[src/rtl/core/lsms_pkg.sv]
`timescale 1ns / 1ps
// ----------------------------------------------------------------------------
// lsms_pkg
// Shared field widths, register map, reset values and the scan phase type
// for the lamp and switch matrix scanner.
// ----------------------------------------------------------------------------
package lsms_pkg;

   // request and response field widths
   localparam int COLUMN_W     = 12;
   localparam int LAMP_ROW_W   = 3;
   localparam int LAMP_SEL_W   = 8;
   localparam int SWITCH_SEL_W = 3;
   localparam int CHG_ROW_W    = 2;
   localparam int BLINK_W      = 6;
   localparam int TICK_W       = 16;

   // configuration port
   localparam int CSR_DATA_W = 32;
   localparam int CSR_ADDR_W = 4;

   // register reset values
   localparam logic [TICK_W-1:0] LAMP_DWELL_RESET    = 16'd325;
   localparam logic [TICK_W-1:0] SWITCH_SETTLE_RESET = 16'd3;

   // request modes
   localparam logic MODE_TICK       = 1'b0;
   localparam logic MODE_LAMP_WRITE = 1'b1;

   // register indexes (byte address / 4)
   typedef enum logic [1:0] {
      CSR_SCAN_ENABLE   = 2'd0,
      CSR_LAMP_DWELL    = 2'd1,
      CSR_SWITCH_SETTLE = 2'd2,
      CSR_REPORT_ENABLE = 2'd3
   } csr_index_type;

   // frame sequencer phases
   typedef enum logic [2:0] {
      PH_LAMP_ON  = 3'b001,
      PH_LAMP_OFF = 3'b010,
      PH_SWITCH   = 3'b100
   } phase_type;

endpackage

[src/rtl/core/lsms_req_if.sv]
`timescale 1ns / 1ps
// ----------------------------------------------------------------------------
// lsms_req_if
// Request channel: one clock tick with column senses, or a lamp row write.
// ----------------------------------------------------------------------------
interface lsms_req_if
   import lsms_pkg::*;
   ();
   logic                  valid;
   logic                  ready;
   logic                  mode;
   logic [COLUMN_W-1:0]   column_sense;
   logic [LAMP_ROW_W-1:0] lamp_row;
   logic [COLUMN_W-1:0]   lamp_word;

   modport source (
      output valid, mode, column_sense, lamp_row, lamp_word,
      input  ready
   );

   modport sink (
      input  valid, mode, column_sense, lamp_row, lamp_word,
      output ready
   );
endinterface

[src/rtl/core/lsms_rsp_if.sv]
`timescale 1ns / 1ps
// ----------------------------------------------------------------------------
// lsms_rsp_if
// Response channel: drive levels for one tick plus an optional change report.
// ----------------------------------------------------------------------------
interface lsms_rsp_if
   import lsms_pkg::*;
   ();
   logic                    valid;
   logic                    ready;
   logic [COLUMN_W-1:0]     column_drive;
   logic                    column_drive_enable;
   logic [LAMP_SEL_W-1:0]   lamp_row_select;
   logic [SWITCH_SEL_W-1:0] switch_row_select;
   logic                    change_valid;
   logic [CHG_ROW_W-1:0]    change_row;
   logic [COLUMN_W-1:0]     change_value;
   logic [BLINK_W-1:0]      blink_phase;

   modport source (
      output valid, column_drive, column_drive_enable, lamp_row_select,
             switch_row_select, change_valid, change_row, change_value,
             blink_phase,
      input  ready
   );

   modport sink (
      input  valid, column_drive, column_drive_enable, lamp_row_select,
             switch_row_select, change_valid, change_row, change_value,
             blink_phase,
      output ready
   );
endinterface

[src/rtl/core/led_switch_matrix_scanner.sv]
`timescale 1ns / 1ps
// ----------------------------------------------------------------------------
// led_switch_matrix_scanner
// Multiplexed lamp and switch matrix scanner. Each request is one clock tick
// carrying the sampled column levels, or a lamp row write. Every request gives
// exactly one response with the row selects and column drive for that tick,
// a switch change report when a sampled switch row changed and reports are
// enabled, and the blink phase (frame count modulo 64).
// Response: registered, valid in the cycle after the request is taken.
// Throughput: one request per cycle while the response register is not held
// by backpressure; the sequencer step is a single pass of counter compare and
// row select logic between the state registers and the response register.
// Backpressure: the response register holds while rsp_chan.ready is low;
// a new request is taken whenever that register is empty or being drained.
// Reset: lamp and switch words clear, the sequencer restarts at lamp row 0
// on-phase, scanning is enabled, dwell 325 ticks, settle 3 ticks, change
// reports off. Registers sit on an APB-style port at byte address 4*index.
// ----------------------------------------------------------------------------
module led_switch_matrix_scanner
   import lsms_pkg::*;
#(
   parameter int LAMP_ROWS   = 8,
   parameter int SWITCH_ROWS = 3,
   parameter int COLUMNS     = 12
) (
   input  logic                  clock,
   input  logic                  reset,
   lsms_req_if.sink              req_chan,
   lsms_rsp_if.source            rsp_chan,
   input  logic                  psel,
   input  logic                  penable,
   input  logic                  pwrite,
   input  logic [CSR_ADDR_W-1:0] paddr,
   input  logic [CSR_DATA_W-1:0] pwdata,
   output logic [CSR_DATA_W-1:0] prdata,
   output logic                  pready
);

   // stored word width and row counter widths
   localparam int LCOL    = (COLUMNS < COLUMN_W) ? COLUMNS : COLUMN_W;
   localparam int MAXROWS = (LAMP_ROWS > SWITCH_ROWS) ? LAMP_ROWS : SWITCH_ROWS;
   localparam int ROW_W   = (MAXROWS > 1) ? $clog2(MAXROWS) : 1;
   localparam int LIDX_W  = (LAMP_ROWS > 1) ? $clog2(LAMP_ROWS) : 1;
   localparam int SIDX_W  = (SWITCH_ROWS > 1) ? $clog2(SWITCH_ROWS) : 1;
   localparam logic [ROW_W-1:0] ROW_ONE = ROW_W'(1);

   // configuration registers
   logic              scan_enable_ff;
   logic [TICK_W-1:0] lamp_dwell_ff;
   logic [TICK_W-1:0] switch_settle_ff;
   logic              report_enable_ff;
   logic              csr_write;
   csr_index_type     csr_index;

   // sequencer state
   logic [LCOL-1:0]    lamp_words_ff   [LAMP_ROWS];
   logic [LCOL-1:0]    switch_words_ff [SWITCH_ROWS];
   phase_type          phase_ff, phase_in;
   logic [ROW_W-1:0]   row_ff, row_in;
   logic [TICK_W-1:0]  tick_ff, tick_in;
   logic [BLINK_W-1:0] frame_ff, frame_in;

   // response register
   logic                    rsp_valid_ff;
   logic [COLUMN_W-1:0]     column_drive_ff, column_drive_in;
   logic                    drive_enable_ff, drive_enable_in;
   logic [LAMP_SEL_W-1:0]   lamp_sel_ff, lamp_sel_in;
   logic [SWITCH_SEL_W-1:0] switch_sel_ff, switch_sel_in;
   logic                    change_valid_ff, change_valid_in;
   logic [CHG_ROW_W-1:0]    change_row_ff, change_row_in;
   logic [COLUMN_W-1:0]     change_value_ff, change_value_in;

   // request side helpers
   logic              req_take;
   logic              lamp_write;
   logic [15:0]       lamp_row_ext;
   logic [LIDX_W-1:0] lamp_wr_idx;
   logic [LIDX_W-1:0] lamp_rd_idx;
   logic [SIDX_W-1:0] switch_idx;
   logic [LCOL-1:0]   lamp_wr_word;
   logic [LCOL-1:0]   lamp_cur_word;
   logic [LCOL-1:0]   scan_word;
   logic [TICK_W:0]   tick_done;
   logic              switch_sample;

   // ------------------------------------------------------------------------
   // configuration port
   // ------------------------------------------------------------------------
   assign pready    = 1'b1;
   assign csr_index = csr_index_type'(paddr[3:2]);
   assign csr_write = psel && penable && pwrite && pready;

   always_ff @(posedge clock) begin
      if (reset) begin
         scan_enable_ff   <= 1'b1;
         lamp_dwell_ff    <= LAMP_DWELL_RESET;
         switch_settle_ff <= SWITCH_SETTLE_RESET;
         report_enable_ff <= 1'b0;
      end else if (csr_write) begin
         unique case (csr_index)
            CSR_SCAN_ENABLE:   scan_enable_ff   <= pwdata[0];
            CSR_LAMP_DWELL:    lamp_dwell_ff    <= pwdata[TICK_W-1:0];
            CSR_SWITCH_SETTLE: switch_settle_ff <= pwdata[TICK_W-1:0];
            CSR_REPORT_ENABLE: report_enable_ff <= pwdata[0];
         endcase
      end
   end

   // register readback
   always_comb begin
      unique case (csr_index)
         CSR_SCAN_ENABLE:   prdata = CSR_DATA_W'(scan_enable_ff);
         CSR_LAMP_DWELL:    prdata = CSR_DATA_W'(lamp_dwell_ff);
         CSR_SWITCH_SETTLE: prdata = CSR_DATA_W'(switch_settle_ff);
         CSR_REPORT_ENABLE: prdata = CSR_DATA_W'(report_enable_ff);
      endcase
   end

   // ------------------------------------------------------------------------
   // handshake: take a request when the response register is free
   // ------------------------------------------------------------------------
   assign req_chan.ready = !rsp_valid_ff || rsp_chan.ready;
   assign req_take       = req_chan.valid && req_chan.ready;

   // lamp write decode, rows past the lamp count are dropped
   assign lamp_row_ext = 16'(req_chan.lamp_row);
   assign lamp_wr_idx  = lamp_row_ext[LIDX_W-1:0];
   assign lamp_wr_word = req_chan.lamp_word[LCOL-1:0];
   assign lamp_write   = (req_chan.mode == MODE_LAMP_WRITE)
                         && (int'(req_chan.lamp_row) < LAMP_ROWS);

   // current row words, with the same-cycle lamp write forwarded
   assign lamp_rd_idx   = row_ff[LIDX_W-1:0];
   assign switch_idx    = row_ff[SIDX_W-1:0];
   assign scan_word     = req_chan.column_sense[LCOL-1:0];
   assign lamp_cur_word = (lamp_write && (int'(req_chan.lamp_row) == int'(row_ff)))
                          ? lamp_wr_word : lamp_words_ff[lamp_rd_idx];

   assign tick_done = {1'b0, tick_ff} + (TICK_W+1)'(1);

   // ------------------------------------------------------------------------
   // sequencer step and response values
   // ------------------------------------------------------------------------
   always_comb begin
      phase_in        = phase_ff;
      row_in          = row_ff;
      tick_in         = tick_ff;
      frame_in        = frame_ff;
      column_drive_in = '0;
      drive_enable_in = 1'b0;
      lamp_sel_in     = '0;
      switch_sel_in   = '0;
      change_valid_in = 1'b0;
      change_row_in   = '0;
      change_value_in = '0;
      switch_sample   = 1'b0;

      // frame start bumps the blink counter before the drive is shown
      if (req_chan.mode == MODE_TICK && scan_enable_ff && phase_ff == PH_LAMP_ON
          && row_ff == '0 && tick_ff == '0) begin
         frame_in = frame_ff + BLINK_W'(1);
      end

      // drive levels for this tick
      if (scan_enable_ff) begin
         if (phase_ff == PH_SWITCH) begin
            for (int i = 0; i < SWITCH_SEL_W; i++) begin
               switch_sel_in[i] = (int'(row_ff) == i);
            end
         end else begin
            column_drive_in = COLUMN_W'(~lamp_cur_word);
            drive_enable_in = 1'b1;
            if (phase_ff == PH_LAMP_ON) begin
               for (int i = 0; i < LAMP_SEL_W; i++) begin
                  lamp_sel_in[i] = (int'(row_ff) == i);
               end
            end
         end
      end

      // advance the sequencer on an enabled tick
      if (req_chan.mode == MODE_TICK && scan_enable_ff) begin
         tick_in = tick_done[TICK_W-1:0];
         unique case (phase_ff)
            PH_LAMP_ON: begin
               if (tick_done >= {1'b0, lamp_dwell_ff}) begin
                  tick_in  = '0;
                  phase_in = PH_LAMP_OFF;
               end
            end
            PH_LAMP_OFF: begin
               if (tick_done >= {1'b0, lamp_dwell_ff}) begin
                  tick_in = '0;
                  if (int'(row_ff) + 1 >= LAMP_ROWS) begin
                     row_in   = '0;
                     phase_in = PH_SWITCH;
                  end else begin
                     row_in   = row_ff + ROW_ONE;
                     phase_in = PH_LAMP_ON;
                  end
               end
            end
            PH_SWITCH: begin
               if (tick_done >= {1'b0, switch_settle_ff}) begin
                  switch_sample = 1'b1;
                  tick_in       = '0;
                  if (scan_word != switch_words_ff[switch_idx] && report_enable_ff) begin
                     change_valid_in = 1'b1;
                     change_row_in   = CHG_ROW_W'(row_ff);
                     change_value_in = COLUMN_W'(scan_word);
                  end
                  if (int'(row_ff) + 1 >= SWITCH_ROWS) begin
                     row_in   = '0;
                     phase_in = PH_LAMP_ON;
                  end else begin
                     row_in = row_ff + ROW_ONE;
                  end
               end
            end
            default: begin
               phase_in = PH_LAMP_ON;
               row_in   = '0;
               tick_in  = '0;
            end
         endcase
      end
   end

   // ------------------------------------------------------------------------
   // state registers
   // ------------------------------------------------------------------------
   always_ff @(posedge clock) begin
      if (reset) begin
         phase_ff <= PH_LAMP_ON;
         row_ff   <= '0;
         tick_ff  <= '0;
         frame_ff <= '0;
         for (int i = 0; i < LAMP_ROWS; i++) begin
            lamp_words_ff[i] <= '0;
         end
         for (int i = 0; i < SWITCH_ROWS; i++) begin
            switch_words_ff[i] <= '0;
         end
      end else if (req_take) begin
         phase_ff <= phase_in;
         row_ff   <= row_in;
         tick_ff  <= tick_in;
         frame_ff <= frame_in;
         if (lamp_write) begin
            lamp_words_ff[lamp_wr_idx] <= lamp_wr_word;
         end
         if (switch_sample) begin
            switch_words_ff[switch_idx] <= scan_word;
         end
      end
   end

   // response register
   always_ff @(posedge clock) begin
      if (reset) begin
         rsp_valid_ff <= 1'b0;
      end else if (req_take) begin
         rsp_valid_ff <= 1'b1;
      end else if (rsp_chan.ready) begin
         rsp_valid_ff <= 1'b0;
      end
   end

   always_ff @(posedge clock) begin
      if (req_take) begin
         column_drive_ff <= column_drive_in;
         drive_enable_ff <= drive_enable_in;
         lamp_sel_ff     <= lamp_sel_in;
         switch_sel_ff   <= switch_sel_in;
         change_valid_ff <= change_valid_in;
         change_row_ff   <= change_row_in;
         change_value_ff <= change_value_in;
      end
   end

   assign rsp_chan.valid               = rsp_valid_ff;
   assign rsp_chan.column_drive        = column_drive_ff;
   assign rsp_chan.column_drive_enable = drive_enable_ff;
   assign rsp_chan.lamp_row_select     = lamp_sel_ff;
   assign rsp_chan.switch_row_select   = switch_sel_ff;
   assign rsp_chan.change_valid        = change_valid_ff;
   assign rsp_chan.change_row          = change_row_ff;
   assign rsp_chan.change_value        = change_value_ff;
   assign rsp_chan.blink_phase         = frame_ff;

   // ------------------------------------------------------------------------
   // assertions
   // ------------------------------------------------------------------------
   // a lamp row and a switch row are never selected together
   a_sel_exclusive: assert property (@(posedge clock) disable iff (reset)
      rsp_valid_ff |-> !((|lamp_sel_ff) && (|switch_sel_ff)))
      else $error("lamp and switch rows selected together");

   // at most one lamp row lit at a time
   a_lamp_onehot: assert property (@(posedge clock) disable iff (reset)
      rsp_valid_ff |-> $onehot0(lamp_sel_ff))
      else $error("more than one lamp row selected");

   // a change report only comes from a switch phase tick
   a_change_in_switch: assert property (@(posedge clock) disable iff (reset)
      (rsp_valid_ff && change_valid_ff) |-> (switch_sel_ff != '0 && !drive_enable_ff))
      else $error("change report outside a switch row");

   // a taken request always yields a response in the next cycle
   a_rsp_follows: assert property (@(posedge clock) disable iff (reset)
      req_take |=> rsp_valid_ff)
      else $error("request taken without a response");

endmodule
[src/flat_wrapper.sv]
// flat-port wrapper written by rule: the top's interface ports become plain ports
module led_switch_matrix_scanner_flat import lsms_pkg::*;
#(
   parameter int LAMP_ROWS   = 8,
   parameter int SWITCH_ROWS = 3,
   parameter int COLUMNS     = 12
)
  (clock, reset, psel, penable, pwrite, paddr, pwdata, prdata, pready, req_chan_valid, req_chan_mode, req_chan_column_sense, req_chan_lamp_row, req_chan_lamp_word, req_chan_ready, rsp_chan_valid, rsp_chan_column_drive, rsp_chan_column_drive_enable, rsp_chan_lamp_row_select, rsp_chan_switch_row_select, rsp_chan_change_valid, rsp_chan_change_row, rsp_chan_change_value, rsp_chan_blink_phase, rsp_chan_ready);
  lsms_req_if req_chan_i ();
  lsms_rsp_if rsp_chan_i ();
  input  logic clock;
  input  logic reset;
  input  logic psel;
  input  logic penable;
  input  logic pwrite;
  input  logic [CSR_ADDR_W-1:0] paddr;
  input  logic [CSR_DATA_W-1:0] pwdata;
  output logic [CSR_DATA_W-1:0] prdata;
  output logic pready;
  input wire logic [$bits(req_chan_i.valid)-1:0] req_chan_valid;
  input wire logic [$bits(req_chan_i.mode)-1:0] req_chan_mode;
  input wire logic [$bits(req_chan_i.column_sense)-1:0] req_chan_column_sense;
  input wire logic [$bits(req_chan_i.lamp_row)-1:0] req_chan_lamp_row;
  input wire logic [$bits(req_chan_i.lamp_word)-1:0] req_chan_lamp_word;
  output wire logic [$bits(req_chan_i.ready)-1:0] req_chan_ready;
  output wire logic [$bits(rsp_chan_i.valid)-1:0] rsp_chan_valid;
  output wire logic [$bits(rsp_chan_i.column_drive)-1:0] rsp_chan_column_drive;
  output wire logic [$bits(rsp_chan_i.column_drive_enable)-1:0] rsp_chan_column_drive_enable;
  output wire logic [$bits(rsp_chan_i.lamp_row_select)-1:0] rsp_chan_lamp_row_select;
  output wire logic [$bits(rsp_chan_i.switch_row_select)-1:0] rsp_chan_switch_row_select;
  output wire logic [$bits(rsp_chan_i.change_valid)-1:0] rsp_chan_change_valid;
  output wire logic [$bits(rsp_chan_i.change_row)-1:0] rsp_chan_change_row;
  output wire logic [$bits(rsp_chan_i.change_value)-1:0] rsp_chan_change_value;
  output wire logic [$bits(rsp_chan_i.blink_phase)-1:0] rsp_chan_blink_phase;
  input wire logic [$bits(rsp_chan_i.ready)-1:0] rsp_chan_ready;
  assign req_chan_i.valid = req_chan_valid;
  assign req_chan_i.mode = req_chan_mode;
  assign req_chan_i.column_sense = req_chan_column_sense;
  assign req_chan_i.lamp_row = req_chan_lamp_row;
  assign req_chan_i.lamp_word = req_chan_lamp_word;
  assign req_chan_ready = req_chan_i.ready;
  assign rsp_chan_valid = rsp_chan_i.valid;
  assign rsp_chan_column_drive = rsp_chan_i.column_drive;
  assign rsp_chan_column_drive_enable = rsp_chan_i.column_drive_enable;
  assign rsp_chan_lamp_row_select = rsp_chan_i.lamp_row_select;
  assign rsp_chan_switch_row_select = rsp_chan_i.switch_row_select;
  assign rsp_chan_change_valid = rsp_chan_i.change_valid;
  assign rsp_chan_change_row = rsp_chan_i.change_row;
  assign rsp_chan_change_value = rsp_chan_i.change_value;
  assign rsp_chan_blink_phase = rsp_chan_i.blink_phase;
  assign rsp_chan_i.ready = rsp_chan_ready;
  led_switch_matrix_scanner #(.LAMP_ROWS(LAMP_ROWS), .SWITCH_ROWS(SWITCH_ROWS), .COLUMNS(COLUMNS)) u_core (.clock(clock), .reset(reset), .req_chan(req_chan_i), .rsp_chan(rsp_chan_i), .psel(psel), .penable(penable), .pwrite(pwrite), .paddr(paddr), .pwdata(pwdata), .prdata(prdata), .pready(pready));
endmodule
[config.mk]
export PLATFORM = sky130hd
export DESIGN_NAME = led_switch_matrix_scanner_flat
export DESIGN_NICKNAME = d
export VERILOG_FILES = /design/src/rtl/core/lsms_pkg.sv /design/src/rtl/core/lsms_req_if.sv /design/src/rtl/core/lsms_rsp_if.sv /design/src/rtl/core/led_switch_matrix_scanner.sv /design/src/flat_wrapper.sv
export SDC_FILE = /design/constraint.sdc
export NUM_CORES = 1
export LEC_CHECK = 0
export ABC_AREA = 1
export BUFFER_PORTS_ARGS = -buffer_cell sky130_fd_sc_hd__clkbuf_2
export CAP_MARGIN = 0
export CORE_UTILIZATION = 40
export CTS_CLUSTER_SIZE = 12
export DETAILED_ROUTE_END_ITERATION = 10
export HOLD_SLACK_MARGIN = 0.02
export SYNTH_ARGS = -nofsm -noshare
export SYNTH_HDL_FRONTEND = slang
export SYNTH_SLANG_ARGS = --single-unit
[constraint.sdc]
create_clock -name clock -period 3.52 [get_ports clock]
set_clock_uncertainty 0.05 [all_clocks]
set_input_delay 0.88 -clock clock [delete_from_list [all_inputs] [get_ports clock]]
set_output_delay 0.88 -clock clock [all_outputs]
set_load 0.03 [all_outputs]
Word-level counts from Yosys, hierarchy flattened:

Memories as Yosys holds them, arrays and structs flattened. A register that Yosys moved wholly into a read port is not among the register bits.
Index checks and enable logic that the tools add are counted.

* flip-flop bits (word level): 102
* bits in writable memories: 132
* input port bits: 71
* logic and storage cells: 124
* memories: 2

* add/subtract/negate cells: 4
* order comparisons: 4
* equality and inequality tests: 19
* mux-type cells: 43
* bitwise operators: 4
* reduce and logical (&&, ||, !) cells: 32

Memory list
* u_core.lamp_words_ff: depth 8, bits a word 12, read ports 1, clocked after Yosys merged registers in 1, write ports 8, line led_switch_matrix_scanner.sv:56 `logic [LCOL-1:0] lamp_words_ff [LAMP_ROWS];`
* u_core.switch_words_ff: depth 3, bits a word 12, read ports 1, clocked after Yosys merged registers in 1, write ports 3, line led_switch_matrix_scanner.sv:57 `logic [LCOL-1:0] switch_words_ff [SWITCH_ROWS];`

Operators with widths (number)
* 32-bit one-hot mux with 4 select lines: 1
* 12-bit 2-to-1 mux: 3
* 3-bit 2-to-1 mux: 12
* 17-bit by 16-bit >= comparator with 1-bit output: 2
* 32-bit by 3-bit >= comparator with 1-bit output (second input constant): 1
* 32-bit by 5-bit >= comparator with 1-bit output (second input constant): 1
* 16-bit 2-to-1 mux: 2
* 16-bit one-hot mux with 2 select lines: 1
* 12-bit OR reduction: 2
* 1-bit 2-to-1 mux: 19
* 3-bit one-hot mux with 3 select lines: 2
* 16-bit by 1-bit adder with 17-bit output (second input constant): 1
* 16-bit logical NOT: 1
* 3-bit equality test (second input constant): 5
* 2-bit AND reduction: 7
* 12-bit != test: 1
* 12-bit NOT: 1
* 3-bit by 2-bit equality test with 1-bit output (second input constant): 3
* 1-bit logical AND: 9
* 6-bit by 1-bit adder with 6-bit output (second input constant): 1
* 3-bit by 1-bit equality test with 1-bit output (second input constant): 2
* 3-bit logical NOT: 2
* 2-bit 2-to-1 mux: 3
* 2-bit != test (second input constant): 3
* 17 further kinds: 21

Longest topological paths before layout:

Gate-level depths: netlist (run 1).

* word-level depth: 11
* depth in mapped cells: 23

Least setup slack after synthesis (run 1):

OpenSTA, ideal clock, no wires.

* path type: input-to-reg
* start point: input port rsp_chan_ready
* end point: memory u_core.lamp_words_ff[0][0] in the netlist's numbering (enable)
* arrival time: 3.240 ns
* data required time: 3.120 ns
* setup slack: -0.120 ns
* stages: 9
* buffers on the path: 1
* cells stage by stage: inv_1 nand2_1 nand2_1 inv_1 nand3_1 nor2_1 nand2_1 clkbuf_1 nand2_1

RTL lines
* from (decl): line flat_wrapper.sv:35 `input wire logic [$bits(rsp_chan_i.ready)-1:0] rsp_chan_ready;`
* to (decl): line led_switch_matrix_scanner.sv:56

==> results.cfg, run 1 <==
[setup_path]
r2r_cells = 20
crit_arrival_ns = 3.50
crit_path_start = u_core.tick_ff[0]$_SDFFE_PP0P_
timing.rr.end = u_core.switch_words_ff[0][3]$_SDFFCE_PN0P_
cp-start-kind = flip-flop
worst_setup_path_end_kind = flip-flop
rr_startpoint = u_core.tick_ff[0]$_SDFFE_PP0P_
critPathKind = reg2reg
crit_fanout = 6
worstPathRequired_ns = 3.72
r2r_slack_ns = 0.23

[cells_and_area]
fin_nets = 1572
finish.utilization = 0.478
multiInputGateArea_um2 = 4550
final_common_cell = nor2_1
diodes = 0
regArea_um2 = 6820
nFillCells = 2842
drive_gt1_frac = 0.158
final_cell_mix = nor2_1, nand2_1, edfxtp_1, inv_1, clkbuf_2
syn_to_final_growth_pct = 16.9

[drt]
via_count = 9469
highest_layer = met4
antenna_left = 0
drc = 0
dr.pass1.iters = 5
route.met2.wl_um = 14300
wire_per_inst_um = 15.9
wl_um = 29900
wl_met3_um = 1750
wl_met1_um = 13300
drt_iter0_drc = 599
vias_per_cell = 5.06

[synthesis]
synth_seq_cells = 249
yosysWarnings = 0
syn-cell-area_um2 = 12200
syn_inst = 1345
ys_top_cells_by_area = edfxtp_1, dfxtp_1, nor2_1
synth_async_sr_flop_share = 0
avgSynthCellArea_um2 = 9.05
synth-edff-count = 183
yosys.area.top_type_share = 0.451
synth_ff_type = edfxtp_1
synth_cell_types = 46
yosysSeqAreaShare = 0.560
yosysTopAreaCell = edfxtp_1

[clocking]
numCtsBuffers = 28
hold_buffers = 0
ctsHtreeMaxLevel = 1
clk_path_buf_depth = 3
clkTransAtPathRegs_ns = 0.06
clk_latency_ns = 0.54
cts_setup_buffers = 0
root_buffer = clkbuf_16
cts.sinks = 249
tritoncts = done

[hold_path]
hold_depth = 2
hp-start = u_core.tick_ff[1]$_SDFFE_PP0P_
min_to = u_core.tick_ff[1]$_SDFFE_PP0P_
hold_path_class = reg2reg

[power]
p_leak_uw = 0.00603
vdd_ir_drop_max_mv = 0.377
power_uw = 6640
p_per_area_nw_per_um2 = 467

[floorplanning]
num_rows = 63
io_pins = 151
start_util = 0.409
core_area_um2 = 29800
die_area_um2 = 31100
die_height_um = 176
die_x_um = 176

[timing]
period_minus_slack_ns = 3.29
slew_headroom = 0.496
finalSetupTns_ns = 0
period_share = 0.936
drv_slew = 0
hold_viol_final = 0
setup_viol = 0
tightest_slew_ns = 0.756
max_freq_ghz = 0.304

[global_route]
grt_pass1_vias = 8975
grt_max_degree = 73
grt_usage = 0.192
grt_antenna_before_repair = 0
grt_pass1_wl_um = 47100
grt-ovfl-total = 0

[run_status]
status = finished clean

[job]
cap_violations = 0

[place]
dpl.hpwl_um = 19600
routabilityCongestion = 0.831
io_buffers = 115
[logic make-up (layout without fill, tap and decap cells)]
kind of cell	Yosys count	after routing	synth area share
adders and majority gates	41	41	0.0421
buffers and inverters	223	345	0.0786
other	2	17	0.000617
and+or+nand+nor	595	595	0.203
DFF	249	249	0.560
AOI/OAI and AO/OA	216	216	0.102
xor gates and xnor gates	19	19	0.0137
[through the flow]
step | hold WS [ns] | cell area [um^2] | instances | setup WS (ns)
final | 0.445 | 14200 | 1872 | 0.226
after global routing | 0.467 | 14200 | 1872 | -0.0258
after CTS | 0.446 | 14100 | 1871 | 0.0163
after detailed placement | 0.438 | 13200 | 1819 | 0.0318
after global placement | 0.432 | 13200 | 1819 | 0.0620
after floorplan | 0.405 | 12200 | 1360 | 0.144
[flip-flops by register name, summed over array words and instances, names as in the netlist, named ones only]
| name | flops |
|---|---|
| u_core.lamp_dwell_ff | 16 |
| u_core.lamp_rd_idx | 3 |
| u_core.lamp_words_ff | 96 |
| u_core.phase_ff | 3 |
| u_core.report_enable_ff | 1 |
| u_core.rsp_chan.blink_phase | 6 |
| u_core.rsp_chan.change_row | 2 |
| u_core.rsp_chan.change_valid | 1 |
| u_core.rsp_chan.change_value | 12 |
| u_core.rsp_chan.column_drive | 12 |
| u_core.rsp_chan.column_drive_enable | 1 |
| u_core.rsp_chan.lamp_row_select | 8 |
| u_core.rsp_chan.switch_row_select | 3 |
| u_core.rsp_chan.valid | 1 |
| u_core.scan_enable_ff | 1 |
| u_core.switch_settle_ff | 16 |
| u_core.switch_words_ff | 48 |
| u_core.tick_ff | 16 |
[final cells by class]
cell class,count,area share
sequential,249,0.480
multi-input combinational,888,0.320
timing repair buffer,146,0.0616
clock buffer,42,0.0587
inverter,147,0.0390
tap,390,0.0343
clock inverter,10,0.00730
[critical path: stages (launching register included)]
cell and delay (ns):
dfxtp_4 0.37, ha_2 0.20, nand3_2 0.13, nor2_4 0.16, nand3_1 0.14, xor2_2 0.18, inv_1 0.09, ha_1 0.30
nand2_1 0.07, nor2_2 0.13, nand2_1 0.09, nor2_1 0.09, nand2_1 0.07, nand3_2 0.09, nor2_4 0.05, nand2_2 0.06
nand2_2 0.07, nor3_4 0.28, nand2_2 0.12, nand2_4 0.10, clkbuf_16 0.16
[how the worst max path moves through the flow]
stage / end / slack [ns] / depth (start not counted)
final: u_core.switch_words_ff[0][3]$_SDFFCE_PN0P_ / 0.23 / 20
after global routing: u_core.switch_words_ff[0][3]$_SDFFCE_PN0P_ / -0.03 / 20
after CTS: u_core.switch_words_ff[3][4]$_DFFE_PP_ / 0.02 / 19
after detailed placement: u_core.switch_words_ff[3][4]$_DFFE_PP_ / 0.03 / 19
after global placement: u_core.switch_words_ff[3][4]$_DFFE_PP_ / 0.06 / 19
after floorplan: u_core.lamp_words_ff[0][0]$_SDFFCE_PN0P_ / 0.14 / 9
[power by group]
| part | switching (uW) | internal, uW | total, uW |
|---|---|---|---|
| logic | 327 | 119 | 445 |
| registers | 25.7 | 3230 | 3250 |
| clock network | 1160 | 1780 | 2940 |
[metal layers]
layer / vias up / track usage
met5: - / 0
met4: 0 / 0.0474
met3: 38 / 0.0278
met2: 272 / 0.329
met1: 4437 / 0.255
li1: 4722 / -
[timing repair]
action | CTS | global route
hold endpoints to repair | 0 | 0
setup endpoints to repair | 0 | 124
resized for setup | 0 | 28
[synth_stat cells (4+ instances only)]
library cell	n
ha_1	41
o21ai_0	91
nor2_1	256
nor4_1	5
buf_2	8
a31oi_1	13
o22ai_1	16
buf_4	21
inv_1	130
o211ai_1	4
buf_6	4
clkbuf_1	40
clkinv_1	14
nand3_1	54
edfxtp_1	183
nand4_1	10
nand2_2	6
nor2_2	4
dfxtp_1	66
o221ai_1	24
xor2_1	16
nand2_1	227
nor3_1	19
a21oi_1	60
Note: power is estimated with default switching activity, not from simulation.
==> inputs of run 2 (changes only) <==
--- a/config.mk
+++ b/config.mk
@@ -12,6 +12,7 @@
 export CTS_CLUSTER_SIZE = 12
 export DETAILED_ROUTE_END_ITERATION = 10
 export HOLD_SLACK_MARGIN = 0.02
+export RECOVER_POWER = 100
 export SYNTH_ARGS = -nofsm -noshare
 export SYNTH_HDL_FRONTEND = slang
 export SYNTH_SLANG_ARGS = --single-unit
==> run 2 against run 1 <==
Effect of this change:
- worst setup slack worse by 0.016 ns
- utilization decreased by 0.55 points
- sequential power barely moved
- combinational power is 3% lower
- sequential share of layout area rose by 0.55 points
- fmax is 0.50% lower
- global-route usage did not move
- largest power group unchanged
- non-clock buffer count unchanged
==> results.cfg, run 2 (synthesized netlist as in run 1, its figures left out) <==
[run_status]
status = finished clean

[cells_and_area]
diodes = 0
reg.largest.list = u_core.lamp_words_ff (96), u_core.switch_words_ff (48)
final_cell_mix = nor2_1, nand2_1, edfxtp_1, inv_1, clkbuf_1
final_common_cell = nor2_1
drive_gt1_frac = 0.0978
top_register = u_core.lamp_words_ff
fin_nets = 1572
syn_to_final_growth_pct = 15.5
largest_reg_flops = 96

[timing]
drv_slew = 0
setup_slack_ns = 0.210
max_freq_ghz = 0.302
tightest_slew_ns = 1.15
hold_viol_final = 0
slew_headroom = 0.233
setup_viol = 0
period_share = 0.940
period_minus_slack_ns = 3.31

[power]
p_per_area_nw_per_um2 = 471
power_uw = 6630
p_leak_uw = 0.00576
vdd_ir_drop_max_mv = 0.375

[drt]
dr.pass1.iters = 5
wl_um = 30000
drc = 0
antenna_left = 0
via_count = 9549
vias_per_cell = 5.10
wire_per_inst_um = 16.0
drt_iter0_drc = 576

[floorplanning]
num_rows = 63
die_x_um = 176
core_area_um2 = 29800
die_area_um2 = 31100
die_height_um = 176
io_pins = 151
start_util = 0.409

[clocking]
cts.sinks = 249
numCtsBuffers = 28
tritoncts = done
clk_latency_ns = 0.54
root_buffer = clkbuf_16
cts_setup_buffers = 0
clkTransAtPathRegs_ns = 0.06
ctsHtreeMaxLevel = 1
clk_path_buf_depth = 3

[job]
cap_violations = 0

[place]
dpl.hpwl_um = 19600
io_buffers = 115
place_ws_ns = 0.0318
routabilityCongestion = 0.831

[global_route]
grt_antenna_before_repair = 0
grt_usage = 0.192
grt_max_degree = 73
grt-ovfl-total = 0
grt_pass1_wl_um = 47100
grt_pass1_vias = 8975

[setup_path]
cp-start-kind = flip-flop
rr_startpoint = u_core.tick_ff[5]$_SDFFE_PP0P_
worstPathRequired_ns = 3.72
r2r_cells = 20
worst_setup_path_end_kind = flip-flop
path_cells = inv_1 -> nor3_1 -> nand3_1 -> nor3_2 -> xor2_1 -> inv_1 -> ha_1 -> inv_1 -> nor2_1 -> nand2_1 -> nor2_1 -> nand2_1 -> nand3_2 -> nor2_2 -> nand2_2 -> nand2_2 -> nor3_4 -> nand2_2 -> nand2_4 -> clkbuf_16
crit_arrival_ns = 3.51
critPathKind = reg2reg
timing.rr.end = u_core.switch_words_ff[0][3]$_SDFFCE_PN0P_
critPathMaxStageDelay_ns = 0.39
crit_fanout = 6
r2r_slack_ns = 0.21
crit_path_top_delay_cell = dfxtp_1

[hold_path]
min_to = u_core.tick_ff[1]$_SDFFE_PP0P_
hp-start = u_core.tick_ff[1]$_SDFFE_PP0P_
hold_depth = 2
hold_path_class = reg2reg
run 2: cell types whose count changed in the layout (fill, tap and decap cells not counted):
| cell | change |
|---|---|
| buf_4 | -13 |
| clkbuf_1 | +86 |
| clkbuf_2 | -75 |
| clkbuf_4 | +2 |
| nand2_2 | +2 |
| nand2_4 | -2 |
| nor2_1 | +1 |
| nor2_4 | -1 |
| nor3_1 | +2 |
| nor3_2 | -2 |
run 2: routing by layer:
layer	up-vias	global-route usage	wire length, um
li1	4716	-	-
met1	4492	0.255	13400
met2	297	0.329	14300
met3	44	0.0278	1850
met4	0	0.0474	467
met5	-	0	0
run 2: power breakdown:
group | leakage (uW) | internal (uW) | switching (uW) | total [uW]
combinational | 0.00288 | 107 | 326 | 433
sequential | 0.00242 | 3230 | 25.8 | 3250
clock | 0.000460 | 1780 | 1160 | 2940
run 2: final cells by class:
class | count | area (um^2)
Multi-Input combinational cell | 888 | 4520
Sequential cell | 249 | 6820
Clock buffer | 42 | 835
Clock inverter | 10 | 104
Inverter | 147 | 556
Timing Repair Buffer | 146 | 741
Tap cell | 390 | 488
Fill cell | 2899 | 15700
run 2: critical path, delay by kind of cell (launching register included):
family / cells / cell delay, ns
DFF: 1 / 0.39
adders and majority gates: 1 / 0.30
xor gates and xnor gates: 1 / 0.21
and+or+nand+nor: 14 / 1.69
buffers and inverters: 4 / 0.38
run 2: stage by stage:
step                cell area, um^2  std cells   util  hold slack, ns  setup TNS (ns)
finish                        14100       1872  0.472           0.446               0
CTS                           14100       1871  0.473           0.446               0
global placement              13200       1819  0.442           0.432               0
detailed placement            13200       1819  0.442           0.438               0
global route                  14100       1872  0.472           0.467          -0.153
floorplan                     12200       1360      -           0.405               0
run 2: worst max path at each step:
| stage | to | slack, ns | start | depth (start not counted) |
|---|---|---|---|---|
| final | u_core.switch_words_ff[0][3]$_SDFFCE_PN0P_ | 0.21 | u_core.tick_ff[5]$_SDFFE_PP0P_ | 20 |
| after global routing | u_core.switch_words_ff[0][3]$_SDFFCE_PN0P_ | -0.02 | u_core.tick_ff[0]$_SDFFE_PP0P_ | 20 |
| after CTS | u_core.switch_words_ff[3][4]$_DFFE_PP_ | 0.02 | u_core.tick_ff[0]$_SDFFE_PP0P_ | 19 |
| after detailed placement | u_core.switch_words_ff[3][4]$_DFFE_PP_ | 0.03 | u_core.tick_ff[0]$_SDFFE_PP0P_ | 19 |
| after global placement | u_core.switch_words_ff[3][4]$_DFFE_PP_ | 0.06 | u_core.tick_ff[0]$_SDFFE_PP0P_ | 19 |
| after floorplan | u_core.lamp_words_ff[0][0]$_SDFFCE_PN0P_ | 0.14 | rsp_chan_ready | 9 |
run 2: repair_timing:
action,in CTS,in global routing
resized for setup,0,28
setup endpoints to repair,0,124
hold buffers,0,0
==> inputs of run 3 (changes only) <==
--- a/config.mk
+++ b/config.mk
@@ -8,6 +8,7 @@
 export ABC_AREA = 1
 export BUFFER_PORTS_ARGS = -buffer_cell sky130_fd_sc_hd__clkbuf_2
 export CAP_MARGIN = 0
+export CORE_ASPECT_RATIO = 1.1
 export CORE_UTILIZATION = 40
 export CTS_CLUSTER_SIZE = 12
 export DETAILED_ROUTE_END_ITERATION = 10
==> run 3 against run 2 <==
Effect of this change:
- non-clock buffer count unchanged
- worst setup slack improved by 0.033 ns
- global-route usage increased by 0.25 points
- final cell count decreased by 1.0%
- die area about the same
- utilization decreased by 0.42 points
- cell area decreased by 1.1%
- flip-flop and latch count unchanged
- critical path type unchanged
- critical endpoint is now u_core.switch_words_ff[2][7]$_SDFFCE_PN0P_
- largest cell class unchanged
- largest power group unchanged
==> results.cfg, run 3 (synthesized netlist as in run 1, its figures left out) <==
[setup_path]
critPathMaxStageDelay_ns = 0.37
crit_arrival_ns = 3.46
r2r_cells = 21
r2r_slack_ns = 0.24
crit_path_top_delay_cell = dfxtp_4
worst_setup_path_end_kind = flip-flop
timing.rr.end = u_core.switch_words_ff[2][7]$_SDFFCE_PN0P_
cpMostUsedCell = nand2_1
crit_path_start = u_core.tick_ff[0]$_SDFFE_PP0P_
path_delay_family = simple AND/OR/NAND/NOR gates
cp_num_cells = 21
path_cells = ha_2 -> nand3_2 -> inv_1 -> nand3_1 -> inv_2 -> or2_2 -> nand2_1 -> inv_1 -> ha_1 -> nand2_1 -> nor2_2 -> and2_1 -> nand2_1 -> nand3_1 -> nor2_2 -> nand2_2 -> nand2_2 -> nor3_4 -> nand2_2 -> nand2_1 -> buf_12
critPathKind = reg2reg
rr_startpoint = u_core.tick_ff[0]$_SDFFE_PP0P_
worst-path-buf-inv = 4
crit_fanout = 12
cp-start-kind = flip-flop
worstPathRequired_ns = 3.71
crit_path_end = u_core.switch_words_ff[2][7]$_SDFFCE_PN0P_

[global_route]
grt_antenna_before_repair = 1
grt_max_degree = 73
grt_pass1_wl_um = 47800
grt_pass1_vias = 9017
grt_usage = 0.195
grt-ovfl-total = 0

[timing]
period_minus_slack_ns = 3.28
setup_viol = 0
tightest_slew_ns = 1.12
max_freq_ghz = 0.305
hold_ws_ns = 0.440
hold_viol_final = 0
slew_headroom = 0.251
drv_slew = 0
period_share = 0.931

[power]
vdd_ir_drop_max_mv = 0.384
p_leak_uw = 0.00571
p_per_area_nw_per_um2 = 461

[clocking]
tritoncts = done
numCtsBuffers = 27
root_buffer = clkbuf_16
cts_setup_buffers = 0
cts.sinks = 249
clk_latency_ns = 0.53
clk_path_buf_depth = 3
clkTransAtPathRegs_ns = 0.06
hold_buffers = 0
ctsHtreeMaxLevel = 1
post_cts_resized = 0

[cells_and_area]
diodes = 0
syn_to_final_growth_pct = 14.3
reg.largest.list = u_core.lamp_words_ff (96), u_core.switch_words_ff (48)
top_register = u_core.lamp_words_ff
fin_nets = 1571
fin_cells = 1853
final_cell_mix = nor2_1, nand2_1, edfxtp_1, inv_1, clkbuf_1
final_common_cell = nor2_1
largest_reg_flops = 96
drive_gt1_frac = 0.0933

[floorplanning]
start_util = 0.410
io_pins = 151
die_area_um2 = 31100
num_rows = 66
die_height_um = 185
core_area_um2 = 29700
die_x_um = 168

[drt]
drc = 0
drt_iter0_drc = 735
antenna_left = 0
dr.pass1.iters = 6
wire_per_inst_um = 16.3
vias_per_cell = 5.12
wl_um = 30300
via_count = 9489

[place]
routabilityCongestion = 0.837
io_buffers = 115
dpl.cell_count = 1804
dpl.hpwl_um = 20400

[job]
cap_violations = 0

[run_status]
status = finished clean

[hold_path]
hold_path_class = reg2reg
-- run 3: changes by cell type in the layout (fill, tap and decap cells not counted), sizes merged --
cell / before / now
clkbuf: 171 / 166
buf: 17 / 18
clkinvlp: 2 / 1
clkinv: 20 / 22
-- run 3: cell type report --
type / count / area (um^2)
clock buffers: 38 / 737
flip-flops and latches: 249 / 6830
clock inverters: 11 / 104
repair buffers: 146 / 716
fillers: 2879 / 15800
well taps: 374 / 468
multi-input cells: 888 / 4500
inverters: 147 / 556
-- run 3: how the worst min path moves through the flow --
stage,startpoint,to,slack (ns),depth (start not counted)
global placement,u_core.lamp_dwell_ff[10]$_SDFFE_PP0P_,u_core.lamp_dwell_ff[10]$_SDFFE_PP0P_,0.42,2
CTS,u_core.switch_settle_ff[11]$_SDFFE_PP0P_,u_core.switch_settle_ff[11]$_SDFFE_PP0P_,0.45,2
global route,u_core.tick_ff[1]$_SDFFE_PP0P_,u_core.tick_ff[1]$_SDFFE_PP0P_,0.45,2
detailed placement,u_core.switch_settle_ff[11]$_SDFFE_PP0P_,u_core.switch_settle_ff[11]$_SDFFE_PP0P_,0.44,2
finish,u_core.tick_ff[1]$_SDFFE_PP0P_,u_core.tick_ff[1]$_SDFFE_PP0P_,0.44,2
floorplan,u_core.lamp_dwell_ff[0]$_SDFFE_PP1P_,u_core.lamp_dwell_ff[0]$_SDFFE_PP1P_,0.40,2
-- run 3: metal layers --
metal  vias to the layer above  share of wire  global-route usage
li1                       4696              -                   -
met1                      4497           0.43               0.243
met2                       258           0.51               0.352
met3                        36          0.049              0.0261
met4                         2          0.018              0.0531
met5                         -        0.00043                   0
-- run 3: worst reg2reg max path, cell delays in order, from the launching register on --
cell and delay, ns:
dfxtp_4 0.37, ha_2 0.20, nand3_2 0.12, inv_1 0.05
nand3_1 0.08, inv_2 0.06, or2_2 0.27, nand2_1 0.10
inv_1 0.08, ha_1 0.29, nand2_1 0.06, nor2_2 0.12
and2_1 0.16, nand2_1 0.06, nand3_1 0.09, nor2_2 0.05
nand2_2 0.06, nand2_2 0.07, nor3_4 0.29, nand2_2 0.09
nand2_1 0.11, buf_12 0.16
-- run 3: stage by stage --
| step | utilization | TNS (ns) | instance area [um^2] | worst slack [ns] | power, uW |
|---|---|---|---|---|---|
| 2_1_floorplan | - | 0 | 12200 | 0.144 | 3610 |
| 3_3_place_gp | 0.443 | 0 | 13200 | 0.0989 | 3750 |
| 3_5_place_dp | 0.443 | 0 | 13200 | 0.0491 | 3760 |
| 4_1_cts | 0.471 | 0 | 14000 | 0.00559 | 6480 |
| 5_1_grt | 0.468 | -0.0869 | 13900 | -0.0120 | 6640 |
| 6_report | 0.468 | 0 | 13900 | 0.243 | 6420 |
-- run 3: power breakdown --
group          total (uW)  switching [uW]  internal (uW)
clock network        2740            1140           1600
registers            3250            25.1           3230
logic                 427             324            103
